--- src/rtl/core/scph_pkg.sv ---
// ----------------------------------------------------------------------------
// scph_pkg: shared types, constants and tables for the spectrum column peak hold
// Holds the position-to-bin and bin-to-hue tables, the register map, the
// structs passed between the top level and the peak store, and small helpers.
// ----------------------------------------------------------------------------
package scph_pkg;

    localparam int POS_W     = 7;
    localparam int LVL_W     = 17;
    localparam int BIN_W     = 6;
    localparam int HUE_W     = 8;
    localparam int CNT_W     = 8;
    localparam int KEEP_W    = 16;
    localparam int BYTE_W    = 8;
    localparam int CFG_IDX_W = 3;
    localparam int CFG_DAT_W = 17;
    localparam int NUM_POS   = 80;
    localparam int BIN_COUNT = 64;

    localparam logic [LVL_W-1:0] ONE_Q16    = LVL_W'(65536);
    localparam logic [BIN_W-1:0] BOOST_BINS = BIN_W'(16);

    localparam logic [CNT_W-1:0]  HOLD_RST   = CNT_W'(6);
    localparam logic [KEEP_W-1:0] KEEP_RST   = KEEP_W'(58982);
    localparam logic [LVL_W-1:0]  FLOOR_RST  = LVL_W'(655);
    localparam logic [LVL_W-1:0]  MARGIN_RST = LVL_W'(3277);
    localparam logic [HUE_W-1:0]  HUE_RST    = HUE_W'(0);

    typedef enum logic [CFG_IDX_W-1:0] {
        CFG_HOLD_FRAMES = 3'd0,
        CFG_DECAY_KEEP  = 3'd1,
        CFG_PEAK_FLOOR  = 3'd2,
        CFG_PEAK_MARGIN = 3'd3,
        CFG_BASE_HUE    = 3'd4
    } cfg_idx_t;

    // Four piecewise-linear bands: 0..10, 11..25, 26..50 and 51..79.
    localparam logic [BIN_W-1:0] BIN_LUT [0:NUM_POS-1] = '{
        6'd0,  6'd0,  6'd1,  6'd2,  6'd2,  6'd3,  6'd4,  6'd5,  6'd5,  6'd6,
        6'd7,  6'd8,  6'd9,  6'd10, 6'd11, 6'd12, 6'd13, 6'd14, 6'd15, 6'd16,
        6'd17, 6'd18, 6'd19, 6'd20, 6'd21, 6'd22, 6'd24, 6'd24, 6'd25, 6'd26,
        6'd27, 6'd28, 6'd29, 6'd30, 6'd31, 6'd32, 6'd33, 6'd34, 6'd35, 6'd36,
        6'd37, 6'd38, 6'd39, 6'd40, 6'd41, 6'd42, 6'd43, 6'd44, 6'd45, 6'd46,
        6'd47, 6'd48, 6'd48, 6'd49, 6'd49, 6'd50, 6'd50, 6'd51, 6'd51, 6'd52,
        6'd52, 6'd53, 6'd54, 6'd54, 6'd55, 6'd55, 6'd56, 6'd56, 6'd57, 6'd57,
        6'd58, 6'd59, 6'd59, 6'd60, 6'd60, 6'd61, 6'd61, 6'd62, 6'd62, 6'd63
    };

    // Hue offset of each bin: floor(bin * 160 / 63).
    localparam logic [HUE_W-1:0] HUE_LUT [0:BIN_COUNT-1] = '{
        8'd0,   8'd2,   8'd5,   8'd7,   8'd10,  8'd12,  8'd15,  8'd17,
        8'd20,  8'd22,  8'd25,  8'd27,  8'd30,  8'd33,  8'd35,  8'd38,
        8'd40,  8'd43,  8'd45,  8'd48,  8'd50,  8'd53,  8'd55,  8'd58,
        8'd60,  8'd63,  8'd66,  8'd68,  8'd71,  8'd73,  8'd76,  8'd78,
        8'd81,  8'd83,  8'd86,  8'd88,  8'd91,  8'd93,  8'd96,  8'd99,
        8'd101, 8'd104, 8'd106, 8'd109, 8'd111, 8'd114, 8'd116, 8'd119,
        8'd121, 8'd124, 8'd126, 8'd129, 8'd132, 8'd134, 8'd137, 8'd139,
        8'd142, 8'd144, 8'd147, 8'd149, 8'd152, 8'd154, 8'd157, 8'd160
    };

    // Settings used by the peak store.
    typedef struct packed {
        logic [CNT_W-1:0]  hold;
        logic [KEEP_W-1:0] keep;
        logic [LVL_W-1:0]  floor_lvl;
    } pk_cfg_t;

    // One lookup-and-update request for the peak store.
    typedef struct packed {
        logic              vld;
        logic              in_range;
        logic [POS_W-1:0]  pos;
        logic [LVL_W-1:0]  level;
    } pk_req_t;

    // Q16 level (at most 1.0) to an 8-bit value: (v * 255) >> 16.
    function automatic logic [BYTE_W-1:0] q16_to_byte(input logic [LVL_W-1:0] v);
        logic [LVL_W+BYTE_W-1:0] scaled;
        scaled = {v, {BYTE_W{1'b0}}} - {{BYTE_W{1'b0}}, v};
        return scaled[16 +: BYTE_W];
    endfunction

endpackage

--- src/rtl/core/scph_peak_core.sv ---
// ----------------------------------------------------------------------------
// scph_peak_core: per-position peak-hold store with exponential decay
// An 80-entry synchronous memory holds the peak and hold count of each
// position. Each request reads its entry into a register, then updates it and
// writes it back; a write to the entry being read is bypassed into the read.
// ----------------------------------------------------------------------------
module scph_peak_core
    import scph_pkg::*;
(
    input  logic             clk,
    input  logic             rst_n,
    input  pk_req_t          req,
    input  pk_cfg_t          cfg,
    output logic [LVL_W-1:0] peak_reg
);

    typedef struct packed {
        logic [LVL_W-1:0] peak;
        logic [CNT_W-1:0] cnt;
    } pk_entry_t;

    pk_entry_t          mem [0:NUM_POS-1];
    logic [NUM_POS-1:0] ent_vld_reg;

    pk_entry_t          rd_data_reg;
    logic               rd_vld_reg;

    logic               s1_vld_reg;
    logic               s1_in_range_reg;
    logic [POS_W-1:0]   s1_pos_reg;
    logic [LVL_W-1:0]   s1_level_reg;

    logic [LVL_W-1:0]        cur_peak;
    logic [CNT_W-1:0]        cur_cnt;
    logic [LVL_W+KEEP_W-1:0] prod;
    logic [LVL_W-1:0]        decayed;
    pk_entry_t               wr_data;
    logic                    wr_en;
    logic                    wr_hit;
    logic [LVL_W-1:0]        peak_next;

    assign wr_en  = s1_vld_reg & s1_in_range_reg;
    assign wr_hit = wr_en && (s1_pos_reg == req.pos);

    always_ff @(posedge clk or negedge rst_n)
    begin
        if (!rst_n)
        begin
            s1_vld_reg      <= 1'b0;
            s1_in_range_reg <= 1'b0;
            rd_vld_reg      <= 1'b0;
            ent_vld_reg     <= '0;
        end
        else
        begin
            s1_vld_reg      <= req.vld;
            s1_in_range_reg <= req.in_range;
            if (req.vld && req.in_range)
            begin
                rd_vld_reg <= wr_hit | ent_vld_reg[req.pos];
            end
            if (wr_en)
            begin
                ent_vld_reg[s1_pos_reg] <= 1'b1;
            end
        end
    end

    always_ff @(posedge clk)
    begin
        if (req.vld)
        begin
            s1_pos_reg   <= req.pos;
            s1_level_reg <= req.level;
        end
        if (req.vld && req.in_range)
        begin
            if (wr_hit)
            begin
                rd_data_reg <= wr_data;
            end
            else
            begin
                rd_data_reg <= mem[req.pos];
            end
        end
    end

    always_ff @(posedge clk)
    begin
        if (wr_en)
        begin
            mem[s1_pos_reg] <= wr_data;
        end
    end

    // An entry never written reads as zero peak and zero count.
    assign cur_peak = rd_vld_reg ? rd_data_reg.peak : '0;
    assign cur_cnt  = rd_vld_reg ? rd_data_reg.cnt  : '0;
    assign prod     = cur_peak * cfg.keep;
    assign decayed  = prod[KEEP_W +: LVL_W];

    always_comb
    begin
        wr_data.peak = cur_peak;
        wr_data.cnt  = cur_cnt;
        if (s1_level_reg >= cur_peak)
        begin
            wr_data.peak = s1_level_reg;
            wr_data.cnt  = cfg.hold;
        end
        else if (cur_cnt != '0)
        begin
            wr_data.cnt = cur_cnt - CNT_W'(1);
        end
        else if (decayed < cfg.floor_lvl)
        begin
            wr_data.peak = '0;
        end
        else
        begin
            wr_data.peak = decayed;
        end
    end

    assign peak_next = s1_in_range_reg ? wr_data.peak : '0;

    always_ff @(posedge clk)
    begin
        if (s1_vld_reg)
        begin
            peak_reg <= peak_next;
        end
    end

endmodule

--- src/rtl/core/spectrum_column_peak_hold.sv ---
// ----------------------------------------------------------------------------
// spectrum_column_peak_hold: strip position to bin, hue, level and peak hold
// Maps each strip position to a spectrum bin, boosts and saturates its level,
// and keeps a decaying held peak per position with a peak indicator.
// ----------------------------------------------------------------------------
// The block takes one transaction per clock cycle: busy never rises, so a
// transaction is accepted at every edge where start is high. Each result comes
// out on done for exactly one cycle, after the s1, s2 and output registers,
// in the order the transactions came in, and the receiver cannot
// hold it off. The rate of one per cycle is set by the read-modify-write of
// the per-position peak memory: it is read in the accept cycle, updated and
// written back in the next one, and a write to the position that is being
// read at the same edge is bypassed into the read, so the same position may
// arrive in consecutive cycles. Peak memory entries start at zero after reset
// through per-entry valid bits; no clearing pass is needed. Positions above
// 79 get the bin of position 79, leave the peak memory untouched and report a
// zero peak. Configuration writes are always accepted (cfg_ready is high) and
// should be made only while no transaction is in flight; indexes beyond the
// register map are ignored.
// ----------------------------------------------------------------------------
module spectrum_column_peak_hold
    import scph_pkg::*;
(
    input  logic                 clk,
    input  logic                 rst_n,

    input  logic                 start,
    output logic                 busy,
    input  logic [POS_W-1:0]     position,
    input  logic [LVL_W-1:0]     level_in,

    output logic                 done,
    output logic [BIN_W-1:0]     bin_index,
    output logic [HUE_W-1:0]     hue,
    output logic [LVL_W-1:0]     level_out,
    output logic [BYTE_W-1:0]    brightness,
    output logic [LVL_W-1:0]     peak_level,
    output logic [BYTE_W-1:0]    peak_brightness,
    output logic                 show_peak,

    input  logic                 cfg_valid,
    output logic                 cfg_ready,
    input  logic [CFG_IDX_W-1:0] cfg_index,
    input  logic [CFG_DAT_W-1:0] cfg_data
);

    // Configuration registers.
    logic [CNT_W-1:0]  hold_frames_reg;
    logic [KEEP_W-1:0] decay_keep_reg;
    logic [LVL_W-1:0]  peak_floor_reg;
    logic [LVL_W-1:0]  peak_margin_reg;
    logic [HUE_W-1:0]  base_hue_reg;

    // Accept stage.
    logic              accept;
    logic              in_range;
    logic [POS_W-1:0]  lut_pos;
    logic [BIN_W-1:0]  bin_next;
    logic [LVL_W:0]    boosted;
    logic [LVL_W-1:0]  lvl_next;

    // Pipeline registers behind the accept stage.
    logic              s1_vld_reg;
    logic [BIN_W-1:0]  s1_bin_reg;
    logic [LVL_W-1:0]  s1_lvl_reg;
    logic              s2_vld_reg;
    logic [BIN_W-1:0]  s2_bin_reg;
    logic [LVL_W-1:0]  s2_lvl_reg;

    logic [LVL_W-1:0]  s2_peak;
    logic [LVL_W:0]    lvl_plus_margin;
    logic              show_next;
    logic [HUE_W-1:0]  hue_next;

    pk_req_t           pk_req;
    pk_cfg_t           pk_cfg;

    // Output registers.
    logic              done_reg;
    logic [BIN_W-1:0]  bin_index_reg;
    logic [HUE_W-1:0]  hue_reg;
    logic [LVL_W-1:0]  level_out_reg;
    logic [BYTE_W-1:0] brightness_reg;
    logic [LVL_W-1:0]  peak_level_reg;
    logic [BYTE_W-1:0] peak_brightness_reg;
    logic              show_peak_reg;

    // The pipeline never stalls, so a new transaction is taken every cycle.
    assign busy      = 1'b0;
    assign cfg_ready = 1'b1;
    assign accept    = start & ~busy;

    always_ff @(posedge clk or negedge rst_n)
    begin
        if (!rst_n)
        begin
            hold_frames_reg <= HOLD_RST;
            decay_keep_reg  <= KEEP_RST;
            peak_floor_reg  <= FLOOR_RST;
            peak_margin_reg <= MARGIN_RST;
            base_hue_reg    <= HUE_RST;
        end
        else if (cfg_valid && cfg_ready)
        begin
            case (cfg_idx_t'(cfg_index))
                CFG_HOLD_FRAMES: hold_frames_reg <= cfg_data[CNT_W-1:0];
                CFG_DECAY_KEEP:  decay_keep_reg  <= cfg_data[KEEP_W-1:0];
                CFG_PEAK_FLOOR:  peak_floor_reg  <= cfg_data[LVL_W-1:0];
                CFG_PEAK_MARGIN: peak_margin_reg <= cfg_data[LVL_W-1:0];
                CFG_BASE_HUE:    base_hue_reg    <= cfg_data[HUE_W-1:0];
                default:         ;
            endcase
        end
    end

    // Out-of-range positions borrow the bin of the outermost position.
    assign in_range = (position < POS_W'(NUM_POS));
    assign lut_pos  = in_range ? position : POS_W'(NUM_POS - 1);
    assign bin_next = BIN_LUT[lut_pos];

    // Low bins get a 1.5x boost (truncated), then the level saturates at 1.0.
    always_comb
    begin
        boosted = {1'b0, level_in};
        if (bin_next < BOOST_BINS)
        begin
            boosted = {1'b0, level_in} + {2'b00, level_in[LVL_W-1:1]};
        end
        if (boosted > {1'b0, ONE_Q16})
        begin
            lvl_next = ONE_Q16;
        end
        else
        begin
            lvl_next = boosted[LVL_W-1:0];
        end
    end

    assign pk_req.vld       = accept;
    assign pk_req.in_range  = in_range;
    assign pk_req.pos       = position;
    assign pk_req.level     = lvl_next;

    assign pk_cfg.hold      = hold_frames_reg;
    assign pk_cfg.keep      = decay_keep_reg;
    assign pk_cfg.floor_lvl = peak_floor_reg;

    scph_peak_core u_peak_core (
        .clk      (clk),
        .rst_n    (rst_n),
        .req      (pk_req),
        .cfg      (pk_cfg),
        .peak_reg (s2_peak)
    );

    always_ff @(posedge clk or negedge rst_n)
    begin
        if (!rst_n)
        begin
            s1_vld_reg <= 1'b0;
            s2_vld_reg <= 1'b0;
            done_reg   <= 1'b0;
        end
        else
        begin
            s1_vld_reg <= accept;
            s2_vld_reg <= s1_vld_reg;
            done_reg   <= s2_vld_reg;
        end
    end

    always_ff @(posedge clk)
    begin
        if (accept)
        begin
            s1_bin_reg <= bin_next;
            s1_lvl_reg <= lvl_next;
        end
        if (s1_vld_reg)
        begin
            s2_bin_reg <= s1_bin_reg;
            s2_lvl_reg <= s1_lvl_reg;
        end
    end

    // The peak is zero for out-of-range positions, so the compare stays low.
    assign lvl_plus_margin = {1'b0, s2_lvl_reg} + {1'b0, peak_margin_reg};
    assign show_next       = ({1'b0, s2_peak} > lvl_plus_margin);
    assign hue_next        = base_hue_reg + HUE_LUT[s2_bin_reg];

    always_ff @(posedge clk)
    begin
        if (s2_vld_reg)
        begin
            bin_index_reg       <= s2_bin_reg;
            hue_reg             <= hue_next;
            level_out_reg       <= s2_lvl_reg;
            brightness_reg      <= q16_to_byte(s2_lvl_reg);
            peak_level_reg      <= s2_peak;
            peak_brightness_reg <= q16_to_byte(s2_peak);
            show_peak_reg       <= show_next;
        end
    end

    assign done            = done_reg;
    assign bin_index       = bin_index_reg;
    assign hue             = hue_reg;
    assign level_out       = level_out_reg;
    assign brightness      = brightness_reg;
    assign peak_level      = peak_level_reg;
    assign peak_brightness = peak_brightness_reg;
    assign show_peak       = show_peak_reg;

    // Every result goes back to a matching accepted transaction.
    a_done_latency: assert property (@(posedge clk) disable iff (!rst_n)
        done |-> $past(accept, 3))
        else $error("result without a matching transaction");

    // The held peak never climbs above full scale.
    a_peak_range: assert property (@(posedge clk) disable iff (!rst_n)
        done |-> (peak_level <= ONE_Q16))
        else $error("held peak above full scale");

    // The indicator only shows when the peak lies above the level.
    a_show_above: assert property (@(posedge clk) disable iff (!rst_n)
        (done && show_peak) |-> (peak_level > level_out))
        else $error("peak indicator set with peak not above level");

endmodule

--- config.mk ---
export PLATFORM = sky130hd
export DESIGN_NAME = spectrum_column_peak_hold
export DESIGN_NICKNAME = d
export VERILOG_FILES = /design/src/rtl/core/scph_pkg.sv /design/src/rtl/core/scph_peak_core.sv /design/src/rtl/core/spectrum_column_peak_hold.sv
export SDC_FILE = /design/constraint.sdc
export NUM_CORES = 2
export LEC_CHECK = 0
export BUFFER_PORTS_ARGS = -buffer_cell sky130_fd_sc_hd__buf_2
export CORE_AREA = 3 3 543 384
export DETAILED_ROUTE_END_ITERATION = 10
export DIE_AREA = 0 0 546 387
export PLACE_DENSITY = 0.65
export SYNTH_ARGS = -nofsm -noshare
export SYNTH_HDL_FRONTEND = slang
export SYNTH_SLANG_ARGS = --single-unit
--- constraint.sdc ---
create_clock -name clk -period 14.5 [get_ports clk]
set_input_delay 0.725 -clock clk [delete_from_list [all_inputs] [get_ports clk]]
set_output_delay 0.725 -clock clk [all_outputs]
set_load 0.03 [all_outputs]
==> flow_summary.toml <==
[outcome]
status = "complete, no violations"

[power]
seqPwrFrac_pct = 46.1
p_switching_mw = 5.45
intPower_mw = 12.6
switching_share_pct = 30.2
ir_worst_vdd_mv = 0.143
power_density_nw_per_um2 = 159
clockPowerShare_pct = 30.7
power_leakage_nw = 39.3
p_comb_share_pct = 23.3

[clocking]
cts_buffers = 215
clk_pin_slew_worst_paths_ps = 70
post-cts-setup-buffers = 0
cts_root_buffer = "clkbuf_16"
clk_latency_ps = 880
cts_buffer_depth = 4
cts_max_level = 4
clkSinkCount = 2311
cts_tree = "built"

[sta]
setup_viol = 0
hold_viol = 0
period_share_pct = 79.1
worst_slew_pin_slew_ps = 1390
setup_ws_ps = 3030
finClkSkew_ps = 89.1
worst_slew_margin_rel_pct = 7.47
report.final.slew_viol_count = 0
rsz0062_at_grt = "false"
whs_ps = 109
fmax_mhz = 87.2
tns_ps = 0
layout_min_cycle_time_ps = 11470

[synthesis]
yosys-top-cells-area = "edfxtp_1 (64%), mux4_2 (15%), fa_1 (4.1%)"
yosysSeqAreaShare_pct = 67.5
synth_edf_count = 2160
syn-num-nets = 5915
ys_seq_elements = 2311
synth_area_per_cell_um2 = 18.7
ys_async_sr_fraction_pct = 6.53
yosysUniqueCellTypes = 74
yosysTopAreaCellShare_pct = 63.8
synth_cells = 5426
synth_top_cell_by_area = "edfxtp_1"
yosysWarningCount = 0
ys.flop_type = "edfxtp_1"
syn_area_um2 = 102000

[floorplan]
io_pins = 116
design.die.area_um2 = 211000
dieHeight_um = 387
row_count = 139
core_um2 = 204000
die_w_um = 546
initial_core_util_pct = 49.8

[worst_setup_path]
rr_startpoint = "u_peak_core.rd_vld_reg$_DFFE_PN0P_"
critPathLaunchType = "flop"
rrSetupSlack_ps = 3030
crit_path_end_kind = "flop"
cp.buffers_inverters = 5
worstPathRequired_ps = 14830
worst-setup-path-type = "reg2reg"
r2r-end = "u_peak_core.mem[23][13]$_DFFE_PP_"
slowest_stage = "and2_0"
cp_max_fo = 80
worstPathArrival_ps = 11800
slowest_delay_ps = 920
critPathMostFrequentCell = "fa_1"
cp_top_family = "adder cells"
reg2reg_depth = 30

[global_routing]
grtUsageMet3_pct = 7.75
grt_overflow = 0
busiest_layer = "met1"
antenna_found_initial = 21
grt_pass1_wl_um = 388000
grtUsageTotal_pct = 25.6
first_global_vias = 52327
grt_use_met2_pct = 34.7
grt_max_degree = 146
met1_usage_pct = 40.9

[layout]
drive_gt1_share_pct = 26.0
nets = 6128
largest_reg_flops = 2000
syn_to_final_growth_pct = 11.3

[detailed_routing]
drtAntennaViolNets = 0
dr_total_vias = 53385
drtIter0Drc = 7237
vias_per_cell = 6.23
drc = 0
drt_first_pass_iters = 6
wl_per_cell_um = 31.6
wl_um = 271000

[placed_design]
port_buffers = 113
gp_congestion = 0.895
dp_hpwl_um = 161000
pre_cts_slack_ps = 3340

[worst_hold_path]
worstHoldPathType = "in2reg"
min_to = "peak_floor_reg[16]$_DFFE_PN0P_"
min_path_cells = 3
hold_path_startpoint = "cfg_data[16]"

[flow_run]
maxCapViolCount = 0
-- worst max path at each step --
stage                                       startpoint                                 to  slack [ps]  cells past startpoint
finish              u_peak_core.rd_vld_reg$_DFFE_PN0P_  u_peak_core.mem[23][13]$_DFFE_PP_        3030                     30
global route        u_peak_core.rd_vld_reg$_DFFE_PN0P_  u_peak_core.mem[23][13]$_DFFE_PP_        2570                     30
CTS                 u_peak_core.rd_vld_reg$_DFFE_PN0P_  u_peak_core.mem[21][13]$_DFFE_PP_        3280                     29
detailed placement  u_peak_core.rd_vld_reg$_DFFE_PN0P_  u_peak_core.mem[17][13]$_DFFE_PP_        3340                     29
global placement    u_peak_core.rd_vld_reg$_DFFE_PN0P_  u_peak_core.mem[17][13]$_DFFE_PP_        3560                     29
floorplan           u_peak_core.rd_vld_reg$_DFFE_PN0P_   u_peak_core.mem[0][23]$_DFFE_PP_        2590                     32
-- per-stage QoR --
step	instances	utilization (%)	power [mW]	instance area, um2
final	8572	55.5	18.0	113000
after global routing	8560	55.5	18.8	113000
after CTS	8559	55.5	18.1	113000
after detailed placement	8170	52.1	12.6	106000
after global placement	8170	52.1	12.5	106000
after floorplan	5426	-	11.0	102000
-- cell families after synthesis --
group	after synthesis	share of synthesized area, %
DFF	2311	67.5
adders and majority gates	441	6.98
buffers and inverters	589	2.37
muxes	765	16.0
and+or+nand+nor	865	4.15
other	2	0.00739
AOI/OAI and AO/OA	377	2.33
xor gates and xnor gates	76	0.655
-- cells in the mapped netlist, types with 5 or more instances --
library cell and number:
or3_1 8, mux4_2 679, dfstp_2 24, nand2b_1 24, and2_1 36, nor2b_1 16
buf_1 25, nor4_1 12, a21oi_1 115, or2_2 85, xor2_1 35, buf_6 11
dfrtp_1 127, xnor2_1 41, nand4_1 13, nand2_1 284, a221o_1 5, inv_1 329
fa_1 210, buf_4 12, a211oi_1 18, nand3_1 28, a31oi_1 20, o21ai_0 87
clkbuf_1 153, ha_1 231, and3_1 125, a22oi_1 6, o21bai_1 7, edfxtp_1 2160
nor3_1 32, and4_1 6, buf_2 57, nor2_1 182, o31ai_1 9, o22ai_1 6
a22o_1 5, mux2_2 65, mux2i_1 21, a21o_1 38, o21a_1 15
-- power groups by stage --
stage          Clock [mW]  Sequential (mW)  Combinational (mW)
3_3_place_gp            0             8.43                4.10
3_5_place_dp            0             8.44                4.12
6_report             5.54             8.31                4.19
5_1_grt              5.88             8.32                4.62
2_1_floorplan           0             8.39                2.61
4_1_cts              5.63             8.30                4.14
-- metal layers --
layer  part of all wire (%)  wire [um]
met1                     44     119000
met2                     42     114000
met3                     12      32600
met4                    1.9       5070
met5                      0          0
-- tightest hold or removal path: stages --
cell and delay, ps:
buf_2 90, nand2_1 40, o21ai_0 60
-- cell type report --
type,count,area [um2]
Inverter,331,1250
Sequential cell,2311,68700
Antenna cell,13,32.5
Clock buffer,292,5910
Multi-Input combinational cell,2526,31300
Timing Repair Buffer,254,1710
Fill cell,15382,90800
Tap cell,2749,3440
Clock inverter,96,861
-- cell usage in the layout, fill, tap and decap left out, drive strengths merged, types with 65 or more instances in the layout --
cell       n
mux2      65
dfrtp    127
fa       210
and3     125
buf      252
edfxtp  2160
o21ai     89
clkinv    67
clkbuf   293
inv      337
nor2     182
or2       85
nand2    284
ha       231
mux4     679
a21oi    115
-- repair_timing --
item / CTS / global route
hold buffers: 1 / 0
hold endpoints to repair: 52 / 0
resized for setup: 0 / 0
Note: power is estimated with default switching activity, not from simulation.
